[src/design/nrfe_pkg.sv]
// nrfe_pkg: shared types, constants and lookup functions for the RMC field extractor
// depends on nothing; imported by nrfe_in_reg, nrfe_parse and the top level
`default_nettype none

package nrfe_pkg;

    // sentence buffer limit and derived counter width
    localparam int MAX_SENTENCE = 256;
    localparam int LEN_W        = $clog2(MAX_SENTENCE);
    localparam logic [LEN_W-1:0] LEN_MAX = LEN_W'(MAX_SENTENCE - 1);

    // header and field constants
    localparam logic [2:0] HDR_LEN   = 3'd6;
    localparam logic [3:0] FIELD_SAT = 4'd10;
    localparam logic [3:0] FIELD_LO  = 4'd1;
    localparam logic [3:0] FIELD_HI  = 4'd9;

    // special characters
    localparam logic [7:0] CH_DOLLAR  = 8'h24;
    localparam logic [7:0] CH_NEWLINE = 8'h0A;
    localparam logic [7:0] CH_COMMA   = 8'h2C;

    // input register contents handed to the parser
    typedef struct packed {
        logic       vld;
        logic [7:0] rx_byte;
    } t_in_stage;

    // one result word
    typedef struct packed {
        logic [3:0] field_number;
        logic [3:0] char_position;
        logic [7:0] char_value;
        logic       sentence_end;
    } t_result;

    // expected header "$GPRMC" by position
    function automatic logic [7:0] hdr_char(input logic [2:0] idx);
        logic [7:0] ch;
        case (idx)
            3'd0:    ch = 8'h24; // '$'
            3'd1:    ch = 8'h47; // 'G'
            3'd2:    ch = 8'h50; // 'P'
            3'd3:    ch = 8'h52; // 'R'
            3'd4:    ch = 8'h4D; // 'M'
            3'd5:    ch = 8'h43; // 'C'
            default: ch = 8'h00;
        endcase
        return ch;
    endfunction

    // per-field character limit, zero outside fields 1..9
    function automatic logic [3:0] field_limit(input logic [3:0] fno);
        logic [3:0] lim;
        case (fno)
            4'd1:    lim = 4'd10;
            4'd2:    lim = 4'd1;
            4'd3:    lim = 4'd9;
            4'd4:    lim = 4'd1;
            4'd5:    lim = 4'd10;
            4'd6:    lim = 4'd1;
            4'd7:    lim = 4'd5;
            4'd8:    lim = 4'd5;
            4'd9:    lim = 4'd6;
            default: lim = 4'd0;
        endcase
        return lim;
    endfunction

endpackage

`default_nettype wire

[src/design/nrfe_if.sv]
// nrfe_rx_if / nrfe_fld_if: valid/ready channels for received bytes and field results
// depends on nothing
`default_nettype none

interface nrfe_rx_if;
    logic       valid;
    logic       ready;
    logic [7:0] rx_byte;

    modport source (output valid, output rx_byte, input ready);
    modport sink   (input valid, input rx_byte, output ready);
endinterface

interface nrfe_fld_if;
    logic       valid;
    logic       ready;
    logic [3:0] field_number;
    logic [3:0] char_position;
    logic [7:0] char_value;
    logic       sentence_end;

    modport source (output valid, output field_number, output char_position,
                    output char_value, output sentence_end, input ready);
    modport sink   (input valid, input field_number, input char_position,
                    input char_value, input sentence_end, output ready);
endinterface

`default_nettype wire

[src/design/nrfe_in_reg.sv]
// nrfe_in_reg: input register holding one received byte for the parser
// depends on nrfe_pkg and nrfe_rx_if
`default_nettype none

module nrfe_in_reg
    import nrfe_pkg::*;
(
    input  wire logic      i_clk,
    input  wire logic      i_rst_n,
    nrfe_rx_if.sink        i_rx,
    input  wire logic      i_take,
    output t_in_stage      o_stage
);

    logic       r_vld;
    logic [7:0] r_byte;

    // free when empty or when the parser takes the held word this cycle
    assign i_rx.ready = !r_vld || i_take;

    // valid flag
    always_ff @(posedge i_clk) begin
        if (!i_rst_n) begin
            r_vld <= 1'b0;
        end else if (i_rx.ready) begin
            r_vld <= i_rx.valid;
        end
    end

    // payload
    always_ff @(posedge i_clk) begin
        if (i_rx.valid && i_rx.ready) begin
            r_byte <= i_rx.rx_byte;
        end
    end

    assign o_stage.vld     = r_vld;
    assign o_stage.rx_byte = r_byte;

endmodule

`default_nettype wire

[src/design/nrfe_parse.sv]
// nrfe_parse: sentence state, header check, field tracking and result register
// depends on nrfe_pkg and nrfe_fld_if
`default_nettype none

module nrfe_parse
    import nrfe_pkg::*;
(
    input  wire logic      i_clk,
    input  wire logic      i_rst_n,
    input  wire t_in_stage i_stage,
    output logic           o_take,
    nrfe_fld_if.source     o_fld
);

    logic [2:0]       r_hdr_pos, n_hdr_pos;
    logic             r_hdr_fail, n_hdr_fail;
    logic [LEN_W-1:0] r_len, n_len;
    logic [3:0]       r_field, n_field;
    logic [3:0]       r_fcnt, n_fcnt;
    logic             r_out_vld;
    t_result          r_out;

    logic    emit;
    t_result res;

    // the held byte moves on when the result register is free or drains now
    assign o_take = i_stage.vld && (!r_out_vld || o_fld.ready);

    // per-byte parse decision
    always_comb begin
        logic [7:0] b;
        logic       stored;
        logic       accepted;
        b          = i_stage.rx_byte;
        n_hdr_pos  = r_hdr_pos;
        n_hdr_fail = r_hdr_fail;
        n_len      = r_len;
        n_field    = r_field;
        n_fcnt     = r_fcnt;
        emit       = 1'b0;
        res        = '0;

        // a dollar sign restarts the sentence
        if (b == CH_DOLLAR) begin
            n_hdr_pos  = '0;
            n_hdr_fail = 1'b0;
            n_len      = '0;
            n_field    = '0;
            n_fcnt     = '0;
        end

        // store into the sentence buffer while room remains
        stored = (n_len < LEN_MAX);
        if (stored) begin
            n_len = n_len + 1'b1;
            if (n_hdr_pos < HDR_LEN) begin
                if (b != hdr_char(n_hdr_pos)) begin
                    n_hdr_fail = 1'b1;
                end
                n_hdr_pos = n_hdr_pos + 1'b1;
            end
        end

        accepted = (n_hdr_pos == HDR_LEN) && !n_hdr_fail;

        if (b == CH_NEWLINE) begin
            // end of sentence
            emit              = accepted;
            res.sentence_end  = 1'b1;
            n_hdr_pos         = '0;
            n_hdr_fail        = 1'b0;
            n_len             = '0;
            n_field           = '0;
            n_fcnt            = '0;
        end else if (stored && accepted) begin
            if (b == CH_COMMA) begin
                if (n_field < FIELD_SAT) begin
                    n_field = n_field + 1'b1;
                end
                n_fcnt = '0;
            end else if (n_field >= FIELD_LO && n_field <= FIELD_HI) begin
                if (n_fcnt < field_limit(n_field)) begin
                    emit              = 1'b1;
                    res.field_number  = n_field;
                    res.char_position = n_fcnt;
                    res.char_value    = b;
                    n_fcnt            = n_fcnt + 1'b1;
                end
            end
        end
    end

    // sentence state
    always_ff @(posedge i_clk) begin
        if (!i_rst_n) begin
            r_hdr_pos  <= '0;
            r_hdr_fail <= 1'b0;
            r_len      <= '0;
            r_field    <= '0;
            r_fcnt     <= '0;
        end else if (o_take) begin
            r_hdr_pos  <= n_hdr_pos;
            r_hdr_fail <= n_hdr_fail;
            r_len      <= n_len;
            r_field    <= n_field;
            r_fcnt     <= n_fcnt;
        end
    end

    // result valid flag
    always_ff @(posedge i_clk) begin
        if (!i_rst_n) begin
            r_out_vld <= 1'b0;
        end else if (o_take) begin
            r_out_vld <= emit;
        end else if (o_fld.ready) begin
            r_out_vld <= 1'b0;
        end
    end

    // result payload
    always_ff @(posedge i_clk) begin
        if (o_take && emit) begin
            r_out <= res;
        end
    end

    assign o_fld.valid         = r_out_vld;
    assign o_fld.field_number  = r_out.field_number;
    assign o_fld.char_position = r_out.char_position;
    assign o_fld.char_value    = r_out.char_value;
    assign o_fld.sentence_end  = r_out.sentence_end;

endmodule

`default_nettype wire

[src/design/nmea_rmc_field_extractor.sv]
// path: a byte accepted into the input register is parsed, and its result word is
//   written to the result register, which drives the output
// throughput: one byte per cycle while the output does not stall, set by the single
//   parse step between the input register and the result register; the result
//   register drains while the next byte is parsed
// reset: synchronous active-low i_rst_n clears sentence state and both valid flags
// nmea_rmc_field_extractor: top level, input register plus parser; uses nrfe_pkg
`default_nettype none

module nmea_rmc_field_extractor
    import nrfe_pkg::*;
(
    input  wire logic  i_clk,
    input  wire logic  i_rst_n,
    nrfe_rx_if.sink    i_rx,
    nrfe_fld_if.source o_fld
);

    t_in_stage stage;
    logic      take;

    // input register
    nrfe_in_reg u_in_reg (
        .i_clk   (i_clk),
        .i_rst_n (i_rst_n),
        .i_rx    (i_rx),
        .i_take  (take),
        .o_stage (stage)
    );

    // parser and result register
    nrfe_parse u_parse (
        .i_clk   (i_clk),
        .i_rst_n (i_rst_n),
        .i_stage (stage),
        .o_take  (take),
        .o_fld   (o_fld)
    );

endmodule

`default_nettype wire

[src/flat_wrapper.sv]
// flat-port wrapper written by rule: the top's interface ports become plain ports
module nmea_rmc_field_extractor_flat import nrfe_pkg::*;
  (i_clk, i_rst_n, i_rx_valid, i_rx_rx_byte, i_rx_ready, o_fld_valid, o_fld_field_number, o_fld_char_position, o_fld_char_value, o_fld_sentence_end, o_fld_ready);
  nrfe_rx_if i_rx_i ();
  nrfe_fld_if o_fld_i ();
  input  wire logic i_clk;
  input  wire logic i_rst_n;
  input wire logic [$bits(i_rx_i.valid)-1:0] i_rx_valid;
  input wire logic [$bits(i_rx_i.rx_byte)-1:0] i_rx_rx_byte;
  output wire logic [$bits(i_rx_i.ready)-1:0] i_rx_ready;
  output wire logic [$bits(o_fld_i.valid)-1:0] o_fld_valid;
  output wire logic [$bits(o_fld_i.field_number)-1:0] o_fld_field_number;
  output wire logic [$bits(o_fld_i.char_position)-1:0] o_fld_char_position;
  output wire logic [$bits(o_fld_i.char_value)-1:0] o_fld_char_value;
  output wire logic [$bits(o_fld_i.sentence_end)-1:0] o_fld_sentence_end;
  input wire logic [$bits(o_fld_i.ready)-1:0] o_fld_ready;
  assign i_rx_i.valid = i_rx_valid;
  assign i_rx_i.rx_byte = i_rx_rx_byte;
  assign i_rx_ready = i_rx_i.ready;
  assign o_fld_valid = o_fld_i.valid;
  assign o_fld_field_number = o_fld_i.field_number;
  assign o_fld_char_position = o_fld_i.char_position;
  assign o_fld_char_value = o_fld_i.char_value;
  assign o_fld_sentence_end = o_fld_i.sentence_end;
  assign o_fld_i.ready = o_fld_ready;
  nmea_rmc_field_extractor u_core (.i_clk(i_clk), .i_rst_n(i_rst_n), .i_rx(i_rx_i), .o_fld(o_fld_i));
endmodule
[config.mk]
export PLATFORM = sky130hd
export DESIGN_NAME = nmea_rmc_field_extractor_flat
export DESIGN_NICKNAME = d
export VERILOG_FILES = /design/src/design/nrfe_pkg.sv /design/src/design/nrfe_if.sv /design/src/design/nrfe_in_reg.sv /design/src/design/nrfe_parse.sv /design/src/design/nmea_rmc_field_extractor.sv /design/src/flat_wrapper.sv
export SDC_FILE = /design/constraint.sdc
export NUM_CORES = 1
export LEC_CHECK = 0
export BUFFER_PORTS_ARGS = -buffer_cell sky130_fd_sc_hd__clkbuf_2
export CAP_MARGIN = 40
export CORE_AREA = 2 2 73 92
export DETAILED_ROUTE_END_ITERATION = 8
export DIE_AREA = 0 0 75 94
export PLACE_DENSITY = 0.65
export SETUP_SLACK_MARGIN = 0.05
export SLEW_MARGIN = 20
export SYNTH_ARGS = -nofsm -noshare
export SYNTH_HDL_FRONTEND = slang
export SYNTH_SLANG_ARGS = --single-unit
[constraint.sdc]
create_clock -name i_clk -period 7.2 [get_ports i_clk]
set_clock_uncertainty 0.05 [all_clocks]
set_input_delay 0.36 -clock i_clk [delete_from_list [all_inputs] [get_ports i_clk]]
set_output_delay 0.36 -clock i_clk [all_outputs]
set_load 0.02 [all_outputs]
# ---- Word-level counts from Yosys, hierarchy flattened
# Memory sizes are Yosys's and may differ from the RTL's.
# Cells that the tools add are included.
dict set report totals {
  ff_bits 47
  latch_bits 0
  ram_bits 0
  romBits 64
  in_bits 12
  out_inout_bits 19
  wordCells 88
  n_memories 1
}
# memory words word_bits read_ports rd_ports_with_merged_regs wr line
set mem_list {}
lappend mem_list {{(no name shown)} 16 4 1 0 0 nrfe_pkg.sv:55} ;# case (fno)
dict set report classes {
  addsub 4
  mul 0
  div 0
  n_lt_le_gt_ge 6
  n_eq_ne 10
  shift 0
  mux 38
  bitwise 3
  n_reduce_logical 14
}
# operator n
set op_table {}
lappend op_table {{4-bit two-way mux} 15}
lappend op_table {{7-bit case mux with 6 select lines} 1}
lappend op_table {{8-bit two-way mux} 5}
lappend op_table {{8-bit by 6-bit equality test with 1-bit output (second input constant)} 2}
lappend op_table {{1-bit two-way mux} 13}
lappend op_table {{3-bit two-way mux} 4}
lappend op_table {{3-bit equality test (second input constant)} 3}
lappend op_table {{4-bit by 1-bit adder with 4-bit output (second input constant)} 2}
lappend op_table {{8-bit by 1-bit adder with 8-bit output (second input constant)} 1}
lappend op_table {{8-bit by 4-bit equality test with 1-bit output (second input constant)} 1}
lappend op_table {{8-bit less-than comparator (second input constant)} 1}
lappend op_table {{8-bit inequality test} 1}
lappend op_table {{3-bit by 2-bit equality test with 1-bit output (second input constant)} 2}
lappend op_table {{1-bit logical AND} 6}
lappend op_table {{5-bit OR reduction} 1}
lappend op_table {{4-bit by 1-bit >= comparator with 1-bit output (second input constant)} 1}
lappend op_table {{4-bit less-or-equal comparator (second input constant)} 1}
lappend op_table {{4-bit less-than comparator} 1}
lappend op_table {{4-bit less-than comparator (second input constant)} 1}
lappend op_table {{3-bit by 1-bit adder with 3-bit output (second input constant)} 1}
lappend op_table {{3-bit by 1-bit equality test with 1-bit output (second input constant)} 1}
lappend op_table {{1-bit logical NOT} 3}
lappend op_table {{3-bit logical NOT} 1}
lappend op_table {{3-bit less-than comparator (second input constant)} 1}
lappend op_table {{3 further kinds} 6}

# ---- Longest topological paths before layout
dict set report logic_depth {
  ltp_word 22
  ltp_mapped 17
  depth_no_buf 14
}

# ---- Cells and area by module
# From an unflattened synthesis, not the netlist that was laid out.
dict set report hier_totals {
  cells_unflattened 304
  hier_area_um2 2896.5
}
# module n_inst cells_per_inst area_per_inst_um2
set modules_own_cells {}
lappend modules_own_cells {nrfe_parse 1 290 2591.2}
lappend modules_own_cells {nrfe_in_reg 1 14 305.3}

# ---- Worst setup path before layout
# OpenSTA, ideal clock, no wires.
dict set report synth_path {
  kind {register to register}
  start {reg u_core.u_in_reg.r_byte[0]}
  end {reg u_core.u_parse.r_out (netlist bit u_core.u_parse.o_fld.char_position[0]), enable pin}
  setup_ps 375
  t_arrival_ps 4071
  required_ps 6775
  slack_ps 2704
  path_stages_with_launch 14
  n_path_buf 2
  synth_period_minus_slack_ps 4496
  cell_sequence {edfxtp_1 nor4_4 nand2_4 clkbuf_1 clkbuf_1 nand2_1 ha_1 mux2_2 o22a_1 a32o_1 or3_4 o41a_1 nor2_1 and3_1}
}
dict set report synth_via {
  elab_chain_cells 16
  word_cells_on_any_way 45
}
# element line
set synth_rtl {}
lappend synth_rtl {{start, declared} nrfe_in_reg.sv:16} ;# logic [7:0] r_byte;
lappend synth_rtl {{start signal, assigned} nrfe_in_reg.sv:33} ;# r_byte <= i_rx.rx_byte;
lappend synth_rtl {{branches (longest 14 deep; another with memory 16 x 4 bit)} -}
lappend synth_rtl {{1-bit two-way mux *} nrfe_parse.sv:66} ;# if (b == CH_NEWLINE) begin
lappend synth_rtl {{1-bit logical AND *} nrfe_parse.sv:123} ;# if (o_take && emit) begin
lappend synth_rtl {{end signal, assigned} nrfe_parse.sv:124} ;# r_out <= res;
lappend synth_rtl {{end, declared} nrfe_parse.sv:21} ;# t_result r_out;
# Every way passes the cells marked *. The select of a mux whose other input is x is not followed.
# A chain may end at the register's enable or synchronous reset.

# ---- Worst setup path in the final report
dict set report layout_path {
  start {reg u_core.u_in_reg.r_byte[0]}
  end {reg u_core.u_parse.r_out (netlist bit u_core.u_parse.o_fld.char_value[2]), enable pin}
}
# The elaborated chain is that of the path after synthesis.

==> results.tsv <==
stage	metric	value	unit
global_route	global-route wire length before repair	11.00	mm
critical_path	critical path launch point type	register	
timing	final max-slew violation count	0	
critical_path	Setup CP Type	reg2reg	
floorplanning	number of placement rows	32	
placement	half-perimeter wire length of the detailed placement result	4.683	mm
global_route	via count of the first global-routing pass	2360	
floorplanning	width of the chip	75	um
timing	count of endpoints failing hold in the final timing report	0	
worst_hold_path	worst hold-check path type	in2reg	
detailed_routing	post-detailed-route wirelength per cell	15.13	um
clock_network	clock tree from TritonCTS	built	
critical_path	data arrival at the endpoint of the critical path	4.77	ns
clock_network	Num CTS Buffers	5	
placement	cell area after placement	3082	sq um
synthesis	cell type with the largest total area after synthesis	sky130_fd_sc_hd__edfxtp_1	
clock_network	H-Tree Level Count	2	
global_route	pin count of the biggest net entering global routing	25	
synthesis	number of nets produced by synthesis	340	
clock_network	clock tree buffer depth	2	
timing	minimum setup slack in the final design	2.321	ns
finish	synth-to-layout area growth	10.97	%
clock_network	hold buffer count at cts	0	
global_route	Global Route Usage Sum	20.10	%
timing	maximum clock frequency	0.2049	GHz
pwr	Worst IR Drop VDD	0.09113	mV
placement	pre-CTS setup slack	2.342	ns
floorplanning	floorplan die height	94	um
synthesis	Yosys warning total	0	
synthesis	number of library cell types mapped by synthesis	60	
finish	fraction of final layout cells with drive strength greater than 1	15.45	%
detailed_routing	number of detailed-route iterations in the first pass	5	
floorplanning	Initial Util	46.75	%
status	run status	completed	
floorplanning	I/O pin total	31	
synthesis	area of the mapped netlist	2864	sq um
placement	# port buffers	30	
detailed_routing	total DRC errors in the routed layout	0	
synthesis	top-area cell type share of the netlist area	26.21	%
clock_network	buffers inserted by post-CTS timing repair	0	
placement	dpl cells	418	
synthesis	synthesis-stage register bit count	47	
detailed_routing	Post-Route WL	6.476	mm
clock_network	CTS clock-pin slew for the worst setup and hold paths	0.09	ns
floorplanning	die area	7050	sq um
placement	weighted congestion reported at the end of routability-driven placement	0.8971	
synthesis	leading post-synthesis cells by instance count	32 x sky130_fd_sc_hd__nand2_1, 26 x sky130_fd_sc_hd__nor2_1, 25 x sky130_fd_sc_hd__edfxtp_1	
timing	unrepaired setup endpoints after global routing	no	
clock_network	Worst-Skew Late Latency	0.30	ns
critical_path	sort of element at the end of the critical path	register	
synthesis	Synth Flop Type	sky130_fd_sc_hd__edfxtp_1	
synthesis	count of mapped cells out of synthesis	313	
finish	final cell count without fillers	428	
finish	net count reported at finish	369	
floorplanning	standard cell core area	6126	sq um
global_route	global-route congestion overflow total	0	
synthesis	register area share after synthesis	41.59	%
detailed_routing	via count normalized by instance count	5.794	
finish	antenna fix cells	0	
critical_path	Critical Path Fanout Max	24	
critical_path	required time at the worst-slack endpoint	7.09	ns
job	max_cap viols	0	
clock_network	cell at the root of the clock tree	sky130_fd_sc_hd__clkbuf_8	
detailed_routing	antenna-violating nets left	0	
global_route	number of antenna violations at the first check in global routing	0	
clock_network	Resize count post-CTS	0	
timing	Slew HR	48.42	%
timing	final setup vio count	0	
synthesis	EDFF count, synth	25	
pwr	leak pwr	0.001292	uW
finish	fin area	3178	sq um
synthesis	mean cell area of the mapped netlist	9.150	sq um
timing	final clock period utilization by the worst path	67.77	%
clock_network	TritonCTS sink count	47	
timing	worst slew pin tran	0.7737	ns
detailed_routing	detailed router's first-iteration violation count	190	
pwr	Pwr per Cell Area	154.3	nW/um^2
synthesis	Async S/R FF share, synth	0	%
timing	Setup TNS	0	ns
timing	clock period minus final worst setup slack	4.879	ns
detailed_routing	detailed-route via count	2480	
synthesis	most frequently used cell type in the post-synthesis netlist	sky130_fd_sc_hd__nand2_1	
synthesis	biggest area contributors in the synthesized netlist	sky130_fd_sc_hd__edfxtp_1 26%, sky130_fd_sc_hd__dfxtp_1 15%, sky130_fd_sc_hd__ha_1 6.6%	
==> sequential cells by signal (all words and copies together), names as in the netlist, 3 cells and up <==
name / count
u_core.u_parse.r_hdr_pos: 3
u_core.u_in_reg.r_byte: 8
u_core.u_parse.r_field: 4
u_core.u_parse.o_fld.char_value: 8
u_core.u_parse.o_fld.field_number: 4
u_core.u_parse.r_len: 8
u_core.u_parse.o_fld.char_position: 4
u_core.u_parse.r_fcnt: 4
==> critical path: stages (launching register included) <==
cell and delay, ns:
sky130_fd_sc_hd__edfxtp_1 0.48, sky130_fd_sc_hd__nor4_4 0.59, sky130_fd_sc_hd__nand2_4 0.29, sky130_fd_sc_hd__nand2_1 0.21, sky130_fd_sc_hd__ha_1 0.31, sky130_fd_sc_hd__mux2_2 0.36, sky130_fd_sc_hd__o22a_1 0.17, sky130_fd_sc_hd__a32o_1 0.21
sky130_fd_sc_hd__or3_4 0.34, sky130_fd_sc_hd__o41a_1 0.57, sky130_fd_sc_hd__nor2_1 0.23, sky130_fd_sc_hd__and3_1 0.70
==> per-stage QoR <==
stage | power [uW] | util [%] | hold slack, ns
2_1_floorplan | 327.3 | - | 0.3998
3_3_place_gp | 338.1 | 50.31 | 0.4158
3_5_place_dp | 338.5 | 50.31 | 0.4269
4_1_cts | 493.9 | 51.67 | 0.1649
5_1_grt | 508.1 | 51.88 | 0.1608
6_report | 490.3 | 51.88 | 0.1754
==> worst paths after layout <==
| check | from | end | slack [ns] | cells after the start |
|---|---|---|---|---|
| worst min-delay path | i_rx_rx_byte[0] | u_core.u_in_reg.r_byte[0] | 0.18 | 1 |
| worst max-delay path | u_core.u_in_reg.r_byte[0] | u_core.u_parse.o_fld.char_value[2] | 2.32 | 11 |
| worst min register to register | u_core.u_parse.r_hdr_fail | u_core.u_parse.r_hdr_fail | 0.44 | 2 |
| worst max register to register | u_core.u_in_reg.r_byte[0] | u_core.u_parse.o_fld.char_value[2] | 2.32 | 11 |
==> placed cells by master, fill, tap and decap left out, drive strengths merged, types with 3 or more instances in the layout <==
cell    Yosys  final
nor3       19     19
inv        13     13
a32oi       4      4
dfxtp      22     22
and3        4      4
and2       19     19
a31oi       5      5
o211ai      5      5
o311ai      3      3
a21oi      15     15
nand2b      3      3
o21ai      22     22
nor2b       8      8
nand2      34     34
edfxtp     25     25
nor3b       3      3
nand4       5      5
nor2       26     26
nand3      11     11
clkbuf      9     36
clkinv      0      3
ha         15     15
==> final cells by class <==
cell class | count | area, sq um
fill | 575 | 2948
timing repair buffer | 32 | 162.7
clock inverter | 3 | 15.01
tap | 85 | 106.4
multi-input combinational | 243 | 1585
sequential | 47 | 1191
clock buffer | 5 | 68.82
inverter | 13 | 48.80
==> logic make-up (layout without fill, tap and decap cells) <==
kind of cell,count (synthesis),count (layout),synth area share [%]
adders and majority gates,15,15,6.553
DFF,47,47,41.59
buffers and inverters,23,53,3.058
and+or+nand+nor,141,141,26.52
xor gates and xnor gates,2,2,0.6117
muxes,3,3,1.136
AOI/OAI and AO/OA,82,82,20.53
==> layer usage <==
| layer | share of wire [%] | global-route usage, % |
|---|---|---|
| met1 | 45 | 25.62 |
| met2 | 49 | 33.48 |
| met3 | 3.2 | 3.112 |
| met4 | 2.2 | 7.738 |
| met5 | 0 | 0 |
==> where the power goes <==
group,leakage (uW),internal [uW],switching (uW)
logic,0.000790,16.5,22.1
registers,0.000454,286,8.58
clock network,0.0000477,66.6,90.4
Power figures use the tool's default switching activity.
